$ cat src/rtl/rtp_hdr_pkg.sv
package rtp_hdr_pkg;

	localparam int unsigned FIXED_HDR_BYTES = 12;
	localparam logic [1:0]  RTP_VERSION     = 2'd2;
	// wide enough for 12 + 60 + 4 + 4 * 65535
	localparam int unsigned SUM_W           = 19;

	typedef enum logic [2:0] {
		ERR_NONE     = 3'd0,
		ERR_SHORT    = 3'd1,
		ERR_CSRC     = 3'd2,
		ERR_EXT_HDR  = 3'd3,
		ERR_EXT_DATA = 3'd4
	} err_t;

	typedef struct packed {
		logic [7:0]  first_byte;
		logic [7:0]  second_byte;
		logic [15:0] seq;
		logic [31:0] ts;
		logic [31:0] ssrc;
		logic [15:0] ext_words;
	} hdr_cap_t;

	typedef struct packed {
		logic        ok;
		err_t        error_code;
		logic        marker;
		logic [6:0]  payload_type;
		logic [15:0] seq;
		logic [31:0] ts;
		logic [31:0] ssrc;
		logic [15:0] header_length;
	} hdr_res_t;

endpackage

$ cat src/rtl/rtp_hdr_check.sv
module rtp_hdr_check #(
	parameter int unsigned POS_W = 16
) (
	input  rtp_hdr_pkg::hdr_cap_t cap,
	input  logic [POS_W-1:0]      len,
	output rtp_hdr_pkg::hdr_res_t res
);

	logic [6:0]                     fix_len;
	logic [rtp_hdr_pkg::SUM_W-1:0]  fix_w;
	logic [rtp_hdr_pkg::SUM_W-1:0]  ext_hdr_end;
	logic [rtp_hdr_pkg::SUM_W-1:0]  ext_end;
	logic [rtp_hdr_pkg::SUM_W-1:0]  len_w;
	logic [rtp_hdr_pkg::SUM_W-1:0]  hdr_len;
	logic                           has_ext;
	rtp_hdr_pkg::err_t              err;

	// fixed part plus csrc list
	assign fix_len     = 7'(rtp_hdr_pkg::FIXED_HDR_BYTES) + {1'b0, cap.first_byte[3:0], 2'b00};
	assign fix_w       = rtp_hdr_pkg::SUM_W'(fix_len);
	assign ext_hdr_end = fix_w + rtp_hdr_pkg::SUM_W'(4);
	assign ext_end     = ext_hdr_end + rtp_hdr_pkg::SUM_W'({cap.ext_words, 2'b00});
	assign len_w       = rtp_hdr_pkg::SUM_W'(len);
	assign has_ext     = cap.first_byte[4];
	assign hdr_len     = has_ext ? ext_end : fix_w;

	always_comb begin
		if (len_w < rtp_hdr_pkg::SUM_W'(rtp_hdr_pkg::FIXED_HDR_BYTES)
				|| cap.first_byte[7:6] != rtp_hdr_pkg::RTP_VERSION) begin
			err = rtp_hdr_pkg::ERR_SHORT;
		end else if (fix_w > len_w) begin
			err = rtp_hdr_pkg::ERR_CSRC;
		end else if (has_ext && ext_hdr_end > len_w) begin
			err = rtp_hdr_pkg::ERR_EXT_HDR;
		end else if (has_ext && ext_end > len_w) begin
			err = rtp_hdr_pkg::ERR_EXT_DATA;
		end else begin
			err = rtp_hdr_pkg::ERR_NONE;
		end
	end

	always_comb begin
		res = '0;
		res.error_code = err;
		if (err == rtp_hdr_pkg::ERR_NONE) begin
			res.ok            = 1'b1;
			res.marker        = cap.second_byte[7];
			res.payload_type  = cap.second_byte[6:0];
			res.seq           = cap.seq;
			res.ts            = cap.ts;
			res.ssrc          = cap.ssrc;
			res.header_length = hdr_len[15:0];
		end
	end

endmodule

$ cat src/rtl/rtp_header_parser.sv
// RTP fixed-header parser: takes one packet byte per beat, last_byte on the final one, and
// gives one result beat per packet with the header fields and total header length, or an
// error code with all other fields zero. A byte is taken every cycle while the result side
// keeps up; each byte passes an input register, then position compare and capture into the
// header registers, and on the last byte the length checks feed the result register. Only
// a last byte waiting on a held result stalls the input. The byte count saturates at
// MAX_PACKET_BYTES.
module rtp_header_parser #(
	parameter int unsigned MAX_PACKET_BYTES = 65535
) (
	input  logic        clk,
	input  logic        arst_n,
	input  logic        in_valid,
	output logic        in_ready,
	input  logic [7:0]  data_byte,
	input  logic        last_byte,
	output logic        out_valid,
	input  logic        out_ready,
	output logic        ok,
	output logic [2:0]  error_code,
	output logic        marker,
	output logic [6:0]  payload_type,
	output logic [15:0] sequence_number,
	output logic [31:0] rtp_timestamp,
	output logic [31:0] source_id,
	output logic [15:0] header_length
);

	localparam int unsigned POS_W = $clog2(MAX_PACKET_BYTES + 1);

	logic                   valid_s1;
	logic [7:0]             data_byte_s1;
	logic                   last_byte_s1;
	logic                   adv_s1;
	logic                   fire_s1;

	logic [POS_W-1:0]       pos_q;
	logic [POS_W-1:0]       pos_next;
	rtp_hdr_pkg::hdr_cap_t  cap_q;
	rtp_hdr_pkg::hdr_cap_t  cap_next;
	rtp_hdr_pkg::hdr_res_t  res_next;
	rtp_hdr_pkg::hdr_res_t  res_q;
	logic                   out_valid_q;

	logic [16:0]            idx_w;
	logic [6:0]             ext_at;
	logic [16:0]            ext_at_w;

	assign adv_s1   = !last_byte_s1 || !out_valid_q || out_ready;
	assign fire_s1  = valid_s1 && adv_s1;
	assign in_ready = !valid_s1 || adv_s1;

	always_ff @(posedge clk or negedge arst_n) begin
		if (!arst_n) begin
			valid_s1 <= 1'b0;
		end else if (in_ready) begin
			valid_s1 <= in_valid;
		end
	end

	always_ff @(posedge clk) begin
		if (in_ready && in_valid) begin
			data_byte_s1 <= data_byte;
			last_byte_s1 <= last_byte;
		end
	end

	assign idx_w    = 17'(pos_q);
	assign pos_next = (pos_q < POS_W'(MAX_PACKET_BYTES)) ? pos_q + POS_W'(1) : pos_q;

	always_comb begin
		cap_next = cap_q;
		case (idx_w) inside
			17'd0: begin
				cap_next.first_byte = data_byte_s1;
			end
			17'd1: begin
				cap_next.second_byte = data_byte_s1;
			end
			[17'd2:17'd3]: begin
				cap_next.seq = {cap_q.seq[7:0], data_byte_s1};
			end
			[17'd4:17'd7]: begin
				cap_next.ts = {cap_q.ts[23:0], data_byte_s1};
			end
			[17'd8:17'd11]: begin
				cap_next.ssrc = {cap_q.ssrc[23:0], data_byte_s1};
			end
			default: begin
			end
		endcase
		// extension length sits two bytes past the csrc list
		if (idx_w != 17'd0 && cap_next.first_byte[4]
				&& (idx_w == ext_at_w || idx_w == ext_at_w + 17'd1)) begin
			cap_next.ext_words = {cap_q.ext_words[7:0], data_byte_s1};
		end
	end

	assign ext_at   = 7'(rtp_hdr_pkg::FIXED_HDR_BYTES + 2)
		+ {1'b0, cap_next.first_byte[3:0], 2'b00};
	assign ext_at_w = 17'(ext_at);

	rtp_hdr_check #(
		.POS_W (POS_W)
	) u_check (
		.cap (cap_next),
		.len (pos_next),
		.res (res_next)
	);

	always_ff @(posedge clk or negedge arst_n) begin
		if (!arst_n) begin
			pos_q <= '0;
			cap_q <= '0;
		end else if (fire_s1) begin
			if (last_byte_s1) begin
				pos_q <= '0;
				cap_q <= '0;
			end else begin
				pos_q <= pos_next;
				cap_q <= cap_next;
			end
		end
	end

	always_ff @(posedge clk or negedge arst_n) begin
		if (!arst_n) begin
			out_valid_q <= 1'b0;
		end else if (fire_s1 && last_byte_s1) begin
			out_valid_q <= 1'b1;
		end else if (out_ready) begin
			out_valid_q <= 1'b0;
		end
	end

	always_ff @(posedge clk) begin
		if (fire_s1 && last_byte_s1) begin
			res_q <= res_next;
		end
	end

	assign out_valid       = out_valid_q;
	assign ok              = res_q.ok;
	assign error_code      = res_q.error_code;
	assign marker          = res_q.marker;
	assign payload_type    = res_q.payload_type;
	assign sequence_number = res_q.seq;
	assign rtp_timestamp   = res_q.ts;
	assign source_id       = res_q.ssrc;
	assign header_length   = res_q.header_length;

endmodule

$ cat config.mk
export PLATFORM = sky130hd
export DESIGN_NAME = rtp_header_parser
export DESIGN_NICKNAME = d
export VERILOG_FILES = /design/src/rtl/rtp_hdr_pkg.sv /design/src/rtl/rtp_hdr_check.sv /design/src/rtl/rtp_header_parser.sv
export SDC_FILE = /design/constraint.sdc
export NUM_CORES = 1
export LEC_CHECK = 0
export ABC_AREA = 1
export BUFFER_PORTS_ARGS = -buffer_cell sky130_fd_sc_hd__buf_2
export CORE_MARGIN = 2
export CORE_UTILIZATION = 50
export CTS_CLUSTER_SIZE = 8
export DETAILED_ROUTE_END_ITERATION = 8
export PLACE_DENSITY = 0.69
export SETUP_SLACK_MARGIN = 0.2
export SYNTH_ARGS = -nofsm -noshare
export SYNTH_HDL_FRONTEND = slang
export SYNTH_SLANG_ARGS = --single-unit
$ cat constraint.sdc
create_clock -name clk -period 14.5 [get_ports clk]
set_input_delay 4.35 -clock clk [delete_from_list [all_inputs] [get_ports clk]]
set_output_delay 4.35 -clock clk [all_outputs]
set_load 0.02 [all_outputs]
After elaboration in Yosys (flattened, before gate mapping)
Index checks and enable logic that the tools add are counted.

cells by class
  $add $sub $neg = 6
  magnitude comparators = 11
  eq/ne operators = 4
  mux-type cells = 27
  reductions and logical operators = 23

operator list
  cell                                                   count
  two-way mux 32 bit                                     9
  two-way mux 112 bit                                    1
  two-way mux 16 bit                                     6
  greater-than comparator 19 x 16 -> 1 bit               2
  two-way mux 8 bit                                      3
  adder 8 x 18 -> 19 bit                                 1
  zero test 17 bit                                       1
  nonzero test 17 bit                                    1
  adder 16 x 1 -> 16 bit (second input constant)         1
  == test 16 x 1 -> 1 bit (second input constant)        1
  == test 16 x 7 -> 1 bit                                1
  == test 16 x 8 -> 1 bit                                1
  >= comparator 16 x 2 -> 1 bit (second input constant)  1
  >= comparator 16 x 3 -> 1 bit (second input constant)  1
  >= comparator 16 x 4 -> 1 bit (second input constant)  1
  greater-than comparator 7 x 16 -> 1 bit                1
  <= comparator 16 x 2 -> 1 bit (second input constant)  1
  <= comparator 16 x 3 -> 1 bit (second input constant)  1
  <= comparator 16 x 4 -> 1 bit (second input constant)  1
  < comparator 16 bit (second input constant)            1
  < comparator 16 x 4 -> 1 bit (second input constant)   1
  adder 4 x 6 -> 7 bit (first input constant)            2
  two-way mux 3 bit                                      4
  logical AND 1 bit                                      10
  10 further kinds                                       18

storage, ports and cells
  register bits = 246
  bits of input ports = 13
  output and inout port bits = 110
  word-level logic and storage cells = 91

Depth between registers and ports, before layout
Gate-level depths: netlist of the first run.

  word-level depth = 17
  mapped depth = 50
  mapped depth without buffers = 47

Hierarchy
Synthesis of the first run repeated with hierarchy kept, for this count alone.

unflattened totals
  cells, all modules = 1539
  area, all modules = 13529.2 sq um

modules (own cells, without submodules)
  module             times used  cells an instance  area an instance (sq um)  seq. area each (sq um)
  rtp_header_parser  1           1091               10756.6                   6766.5
  rtp_hdr_check      1           448                2772.7                    0.0

Worst setup path after synthesis of the first run
OpenSTA, ideal clock, no wires.

  path type = input port to output port
  from = input port out_ready
  to = output port in_ready
  data arrival time = 4.645 ns
  data required time = 10.150 ns
  setup slack = 5.505 ns
  cell stages on the path = 2
  buffers on the path = 0
  cells stage by stage = inv_1 > nand4_1

on the way
  longest elaborated chain between the ends = 2

ends and longest elaborated chain
  what              RTL line                 RTL
  from (decl)       rtp_header_parser.sv:18  input logic out_ready,
  logical OR 1 bit  rtp_header_parser.sv:49  assign adv_s1 = !last_byte_s1 || !out_valid_q || out_ready;
  logical OR 1 bit  rtp_header_parser.sv:51  assign in_ready = !valid_s1 || adv_s1;
  to (decl)         rtp_header_parser.sv:14  output logic in_ready,

Every way passes these cells.

Final worst setup path of the first run
Same ends and word-level chain as after synthesis.

==> flow_summary.json, run 1 <==
{
  "synth_enable_flop_cells": 115,
  "placeableCoreArea_um2": 24400,
  "cts-root-buf": "sky130_fd_sc_hd__clkbuf_16",
  "detailed_place_hpwl_um": 18300,
  "max_stage_delay_ns": 0.19,
  "timing.critical_path.from": "out_ready",
  "path_class": "in -> out",
  "layout_worst_path_cycle_share": 0.631,
  "yosys_warnings": 0,
  "final_layout_size_suffix_gt1_frac": 0.184,
  "timing.max_cap.violations": 0,
  "first_pass_iters": 6,
  "final.setup.tns_ns": 0,
  "die_height_um": 162,
  "cts_setup_buffers": 0,
  "clock_tree.htree_level_count": 2,
  "global_route.usage.met2": 0.348,
  "row_count": 57,
  "antenna_found_initial": 0,
  "worst_pin_slew_ns": 1.14,
  "grt_pass1_wl_um": 46100,
  "crit_path_dat_ns": 4.81,
  "slew_violations": 0,
  "yosys_cell_types": 46,
  "timing.clock.skew_ns": 0.0209,
  "synthToLayoutAreaGrowth_pct": 14.3,
  "seq_area_frac_synth": 0.536,
  "cts_num_sinks": 244,
  "internal-power_uw": 1450,
  "synth_top_flop_cell": "sky130_fd_sc_hd__dfrtp_1",
  "rsz0062_at_grt": "false",
  "congestion_overflow_gr": 0,
  "critPathRequiredTime_ns": 10.15,
  "power.clock.fraction": 0.352,
  "avgViaCountPerCell": 5.19,
  "first_global_vias": 8754,
  "die-area_um2": 26200,
  "ys_async_sr_fraction": 0.529,
  "design_area_um2": 14200,
  "worstHoldPathCells": 2,
  "outcome": "finished clean",
  "diodes": 0,
  "largest_net_degree_at_the_start_of_global_routing": 101,
  "min-delay-start": "cap_q[14]$_DFFE_PN0P_",
  "ant_nets": 0,
  "worstRegToRegCells": 47,
  "share_seq_of_total_power": 0.376,
  "syn_area_um2": 12500,
  "combPwrFrac": 0.272,
  "setup_viol": 0,
  "critPathMostFrequentCell": "sky130_fd_sc_hd__buf_2",
  "critical_path.startpoint_type": "input port",
  "min_delay_worst_endpoint": "cap_q[14]$_DFFE_PN0P_",
  "syn-instance-count": 1319,
  "cts.clk_slew.worst_paths_ns": 0.05,
  "synth_area_per_cell_um2": 9.45,
  "finalHoldViolCount": 0,
  "fin_hold_ws_ns": 0.538,
  "cts_max_path_buffers": 3,
  "switching_share": 0.333,
  "placement.cell_area_um2": 13200,
  "place.gp.congestion": 0.886,
  "drt-initial-drc-count": 609,
  "r2r_start": "pos_q[1]$_DFFE_PN0P_",
  "tritoncts": "built",
  "switching_power_uw": 722,
  "initial_util": 0.511,
  "setup_crit_end_kind": "primary output",
  "ctsHoldBuffers": 0,
  "design.final.nets": 1476,
  "drc_errors": 0,
  "fin_crit_ns": 9.16,
  "worst_path_max_delay_cell": "sky130_fd_sc_hd__buf_2",
  "grt_most_used_layer": "met2",
  "pwr_density_cell_nw_per_um2": 152,
  "placement.io_buffers": 120,
  "layout.filler_cells": 2193,
  "route.vias.total": 9225,
  "grt.total_usage": 0.220,
  "r2r_slack_ns": 6.28,
  "timing.slew.headroom": 0.239,
  "cp_max_fanout": 3,
  "cp_cell_sequence": "buf_2, inv_1, nand4_1, buf_2",
  "synth.ff_latch_count": 244,
  "leakage_uw": 0.00615,
  "grt_use_met1": 0.318,
  "die_w_um": 162,
  "r2r_end": "source_id[10]$_SDFFCE_PP0P_",
  "holdCritPathClass": "reg -> reg",
  "postCtsResizedCells": 0,
  "cts-buffers-inserted": 36,
  "grt.met3_usage": 0.0360,
  "ioPinCount": 123,
  "routed_wirelength_normalized_by_instance_count_um": 15.8,
  "finalWirelength_um": 28100,
  "irDropWorstVdd_mv": 0.0798,
  "worst_skew_pair.late_latency_ns": 0.51,
  "maxClockFrequency_mhz": 109
}
==> how the worst max path moves through the flow <==
stage                to  cells after the start
6_report       in_ready                      4
5_1_grt        in_ready                      4
4_1_cts        in_ready                      4
3_5_place_dp   in_ready                      4
3_3_place_gp   in_ready                      4
2_1_floorplan  in_ready                      2
==> power groups by stage <==
| stage | combinational [uW] | clock, uW | sequential, uW |
|---|---|---|---|
| after detailed placement | 590 | 0 | 827 |
| after global routing | 677 | 811 | 822 |
| after global placement | 583 | 0 | 826 |
| final | 591 | 763 | 815 |
| after floorplan | 455 | 0 | 837 |
| after CTS | 594 | 777 | 816 |
==> per-layer routing <==
metal  part of all wire  vias up
met4              0.022        0
li1                   -     4578
met3              0.055       50
met1               0.46     4358
met2               0.46      239
met5                  0        -
==> metrics by stage <==
step / setup WS (ns) / total power (uW) / utilization / std cells
floorplan: 5.50 / 1290 / - / 1322
global placement: 5.35 / 1410 / 0.542 / 1712
detailed placement: 5.35 / 1420 / 0.542 / 1712
CTS: 5.34 / 2190 / 0.584 / 1776
global route: 5.30 / 2310 / 0.584 / 1776
finish: 5.34 / 2170 / 0.584 / 1776
==> cells in the final DEF, fill, tap and decap left out, drive strengths merged, types with 2 or more instances in the layout <==
master	instances
nor3	14
nor4	2
nand4	9
buf	128
a211oi	2
nor2	196
o21ai	76
nand3	39
xor2	16
a21oi	59
clkbuf	62
a31oi	2
nand2	186
xnor2	3
o22ai	122
inv	239
conb	4
dfrtp	129
ha	36
edfxtp	115
==> flip-flops by register name (all words and copies together) (netlist names) <==
register / count
payload_type: 7
cap_q: 111
last_byte_s1: 1
rtp_timestamp: 32
valid_s1: 1
sequence_number: 16
out_valid: 1
ok: 1
error_code: 3
data_byte_s1: 8
pos_q: 16
source_id: 32
header_length: 14
marker: 1
==> synthesized netlist by cell type, types with 2 or more instances <==
master,count,share of area
sky130_fd_sc_hd__buf_4,2,0.0012
sky130_fd_sc_hd__buf_12,5,0.0080
sky130_fd_sc_hd__nor2_4,54,0.049
sky130_fd_sc_hd__nand2_4,4,0.0036
sky130_fd_sc_hd__buf_8,2,0.0024
sky130_fd_sc_hd__ha_1,36,0.036
sky130_fd_sc_hd__inv_1,237,0.071
sky130_fd_sc_hd__nor3_1,13,0.0052
sky130_fd_sc_hd__edfxtp_1,115,0.28
sky130_fd_sc_hd__clkbuf_1,44,0.013
sky130_fd_sc_hd__nand3_1,37,0.015
sky130_fd_sc_hd__buf_2,4,0.0016
sky130_fd_sc_hd__a21oi_1,59,0.024
sky130_fd_sc_hd__xnor2_1,3,0.0021
sky130_fd_sc_hd__o22ai_1,122,0.061
sky130_fd_sc_hd__buf_6,4,0.0036
sky130_fd_sc_hd__nor4_1,2,0.0010
sky130_fd_sc_hd__nand2_2,15,0.0075
sky130_fd_sc_hd__nand2_1,167,0.050
sky130_fd_sc_hd__nor2_2,14,0.0070
sky130_fd_sc_hd__nor2_1,127,0.038
sky130_fd_sc_hd__dfrtp_1,129,0.26
sky130_fd_sc_hd__a211oi_1,2,0.0012
sky130_fd_sc_hd__xor2_1,16,0.011
sky130_fd_sc_hd__o21ai_0,76,0.031
sky130_fd_sc_hd__a31oi_1,2,0.0010
sky130_fd_sc_hd__nand4_1,9,0.0045
==> cell type report <==
type / instances / area (um^2) / share of cell area
timing repair buffer: 128 / 663 / 0.0465
clock buffer: 62 / 1010 / 0.0708
inverter: 238 / 896 / 0.0629
sequential: 244 / 6680 / 0.469
multi-input combinational: 778 / 4570 / 0.321
tap: 324 / 405 / 0.0284
clock inverter: 2 / 25.0 / 0.00176
==> kinds of logic after synthesis <==
family,count (synthesis),share of synthesized area
AND/OR/NAND/NOR,452,0.190
buffers and inverters,300,0.102
AO/OA/AOI/OAI,266,0.121
flip-flops,244,0.536
adder cells (fa/ha/maj),37,0.0377
XOR/XNOR,19,0.0133
other,1,0.000301
==> critical path, delay by kind of cell <==
kind / cells / cell delay [ns]
AND/OR/NAND/NOR: 1 / 0.12
buffers and inverters: 3 / 0.34
(Power assumes the default switching activity.)
==> run 2, diff against run 1 <==
--- a/config.mk
+++ b/config.mk
@@ -5,7 +5,7 @@
 export SDC_FILE = /design/constraint.sdc
 export NUM_CORES = 1
 export LEC_CHECK = 0
-export ABC_AREA = 1
+export ABC_AREA = 0
 export BUFFER_PORTS_ARGS = -buffer_cell sky130_fd_sc_hd__buf_2
 export CORE_MARGIN = 2
 export CORE_UTILIZATION = 50
==> constraint.sdc (replaced) <==
create_clock -name clk -period 8.5 [get_ports clk]
set_input_delay 2.55 -clock clk [delete_from_list [all_inputs] [get_ports clk]]
set_output_delay 2.55 -clock clk [all_outputs]
set_load 0.02 [all_outputs]
==> flow_summary.json, run 2 <==
{
  "fin_hold_ws_ns": 0.485,
  "timing.final.ws_setup_ns": 0.598,
  "combPwrFrac": 0.185,
  "ys_async_sr_fraction": 0.529,
  "worst-path-buf-inv": 3,
  "grt_pass1_wl_um": 52100,
  "setup_crit_end_kind": "flip-flop",
  "switching_share": 0.295,
  "synth.ff_latch_count": 244,
  "place_ws_ns": 0.0649,
  "finalHoldViolCount": 0,
  "crit_cells": 29,
  "worst_pin_slew_ns": 1.18,
  "cts-root-buf": "sky130_fd_sc_hd__clkbuf_16",
  "congestion_overflow_gr": 0,
  "drc_errors": 0,
  "critical_path.top_delay_family": "compound AO/OA/AOI/OAI gates",
  "critPathRequiredTime_ns": 8.78,
  "ctsHoldBuffers": 0,
  "synth_enable_flop_cells": 115,
  "synth_top_area_share": 0.266,
  "final_layout_size_suffix_gt1_frac": 0.197,
  "yosysTopAreaCell": "sky130_fd_sc_hd__edfxtp_1",
  "cp_max_fanout": 11,
  "seq_area_frac_synth": 0.516,
  "leakage_uw": 0.00625,
  "drt-initial-drc-count": 793,
  "diodes": 0,
  "most_common_cell_after_layout_fill_and_taps_aside": "sky130_fd_sc_hd__dfrtp_1",
  "layout_worst_path_cycle_share": 0.930,
  "finalWirelength_um": 33900,
  "pwr_density_cell_nw_per_um2": 219,
  "die_w_um": 165,
  "share_seq_of_total_power": 0.413,
  "path_class": "reg -> reg",
  "irDropWorstVdd_mv": 0.126,
  "synth_commonest_cells": "sky130_fd_sc_hd__dfrtp_1, sky130_fd_sc_hd__edfxtp_1, sky130_fd_sc_hd__mux2i_1, sky130_fd_sc_hd__nand2_1, sky130_fd_sc_hd__a211oi_1",
  "max_stage_delay_ns": 0.53,
  "route.vias.total": 9722,
  "switching_power_uw": 968,
  "worstHoldPathCells": 2,
  "synth_area_per_cell_um2": 11.4,
  "cts.clk_slew.worst_paths_ns": 0.05,
  "largest_register_ff_count": 111,
  "synth.most_common_cell": "sky130_fd_sc_hd__dfrtp_1",
  "fin_crit_ns": 7.90,
  "slew_violations": 0,
  "grt.total_usage": 0.248,
  "worst_skew_pair.late_latency_ns": 0.53,
  "timing.max_cap.violations": 0,
  "p_total_uw": 3280,
  "placement.io_buffers": 120,
  "cts_num_sinks": 244,
  "ant_nets": 0,
  "highest_count_cells_in_the_layout_ignoring_fill_and_taps": "sky130_fd_sc_hd__dfrtp_1, sky130_fd_sc_hd__buf_2, sky130_fd_sc_hd__edfxtp_1",
  "first_pass_iters": 5,
  "timing.clock.skew_ns": 0.0308,
  "clock_tree.htree_level_count": 2,
  "outcome": "finished clean",
  "holdCritPathClass": "reg -> reg",
  "worstRegToRegCells": 29,
  "syn_area_um2": 13000,
  "place.gp.congestion": 0.937,
  "first_global_vias": 9155,
  "die-area_um2": 27200,
  "largest_net_degree_at_the_start_of_global_routing": 96,
  "row_count": 58,
  "initial_util": 0.512,
  "power.clock.fraction": 0.402,
  "die_height_um": 165,
  "detailed_place_hpwl_um": 22500,
  "antenna_found_initial": 0,
  "tritoncts": "built",
  "rsz0062_at_grt": "false",
  "ioPinCount": 123,
  "internal-power_uw": 2310,
  "crit_path_dat_ns": 8.18,
  "final.setup.tns_ns": 0,
  "yosys_warnings": 0,
  "dominant_cells_by_area_after_synthesis": "sky130_fd_sc_hd__edfxtp_1, sky130_fd_sc_hd__dfrtp_1, sky130_fd_sc_hd__mux2i_1",
  "syn-instance-count": 1141,
  "synthToLayoutAreaGrowth_pct": 15.3,
  "placeableCoreArea_um2": 25300,
  "routed_wirelength_normalized_by_instance_count_um": 21.3,
  "worst_path_max_delay_cell": "sky130_fd_sc_hd__dfrtp_1",
  "maxClockFrequency_mhz": 127,
  "synth_top_flop_cell": "sky130_fd_sc_hd__dfrtp_1",
  "design.final.nets": 1288,
  "avgViaCountPerCell": 6.10,
  "yosys_cell_types": 66,
  "critical_path.startpoint_type": "flip-flop",
  "cts-buffers-inserted": 36,
  "critPathMostFrequentCell": "sky130_fd_sc_hd__ha_1",
  "top_register": "cap_q",
  "cts_max_path_buffers": 3,
  "setup_viol": 0,
  "timing.slew.headroom": 0.211
}
run 2: cell types whose count changed after synthesis, moves of 68 or more:
cell | before | now
sky130_fd_sc_hd__inv_1 | 237 | 23
sky130_fd_sc_hd__o22ai_1 | 122 | 3
sky130_fd_sc_hd__mux2i_1 | 0 | 104
sky130_fd_sc_hd__nor2_1 | 127 | 29
sky130_fd_sc_hd__nand2_1 | 167 | 88
sky130_fd_sc_hd__a211oi_1 | 2 | 70
run 2: per-stage QoR:
step / instance area (um^2) / instances / util
after CTS: 14900 / 1589 / 0.588
after detailed placement: 13800 / 1526 / 0.547
after global placement: 13800 / 1526 / 0.547
after global routing: 14900 / 1593 / 0.590
after floorplan: 13000 / 1144 / -
final: 14900 / 1593 / 0.590
run 2: power groups by stage:
stage	clock network [uW]	logic, uW	registers [uW]
2_1_floorplan	0	408	1380
3_3_place_gp	0	578	1370
3_5_place_dp	0	587	1370
4_1_cts	1340	588	1350
5_1_grt	1390	668	1360
6_report	1320	605	1350
run 2: worst register-to-register path: cells and delay by family (launching register included):
kind | cells | cell delay (ns)
buf+inv | 3 | 0.52
simple gates | 9 | 2.12
flops | 1 | 0.53
xor+xnor | 2 | 0.37
compound gates | 9 | 2.49
fa+ha+maj | 3 | 0.93
mux | 3 | 0.73
run 2: cell type report:
type | count | area [um^2]
clock buffers | 59 | 987
fillers | 2086 | 10400
well taps | 330 | 413
flip-flops and latches | 244 | 6680
clock inverters | 4 | 50.0
repair buffers | 155 | 878
inverters | 23 | 86.3
multi-input cells | 778 | 5850
run 2: per-layer routing:
metal,vias up,part of all wire,track usage
met5,-,0,0
met4,0,0.025,0.0806
met3,61,0.049,0.0362
met2,289,0.47,0.395
met1,4810,0.46,0.350
li1,4562,-,-
run 2: path summary, 6_finish.rpt:
check                                 startpoint                       endpoint  slack (ns)
max                         pos_q[4]$_DFFE_PN0P_  payload_type[3]$_SDFFCE_PP0P_        0.60
min                        cap_q[95]$_DFFE_PN0P_          cap_q[95]$_DFFE_PN0P_        0.48
max reg2reg                 pos_q[4]$_DFFE_PN0P_  payload_type[3]$_SDFFCE_PP0P_        0.60
min reg2reg                cap_q[95]$_DFFE_PN0P_          cap_q[95]$_DFFE_PN0P_        0.48
max in group asynchronous                 arst_n           cap_q[7]$_DFFE_PN0P_        4.89
min in group asynchronous                 arst_n          cap_q[86]$_DFFE_PN0P_        2.16
run 2: logic make-up after synthesis:
| logic type | count (synthesis) | synth area share |
|---|---|---|
| muxes | 111 | 0.0864 |
| AOI/OAI and AO/OA | 352 | 0.203 |
| xor gates and xnor gates | 33 | 0.0223 |
| adders and majority gates | 37 | 0.0363 |
| DFF | 244 | 0.516 |
| other | 1 | 0.000289 |
| buffers and inverters | 122 | 0.0403 |
| and+or+nand+nor | 241 | 0.0957 |
run 2: timing repair:
action / CTS / global route
setup buffers: 0 / 4
pin swaps: 0 / 2
endpoints found under the setup margin: 32 / 103
endpoints found under the hold margin: 0 / 0
gates resized for setup: 3 / 7
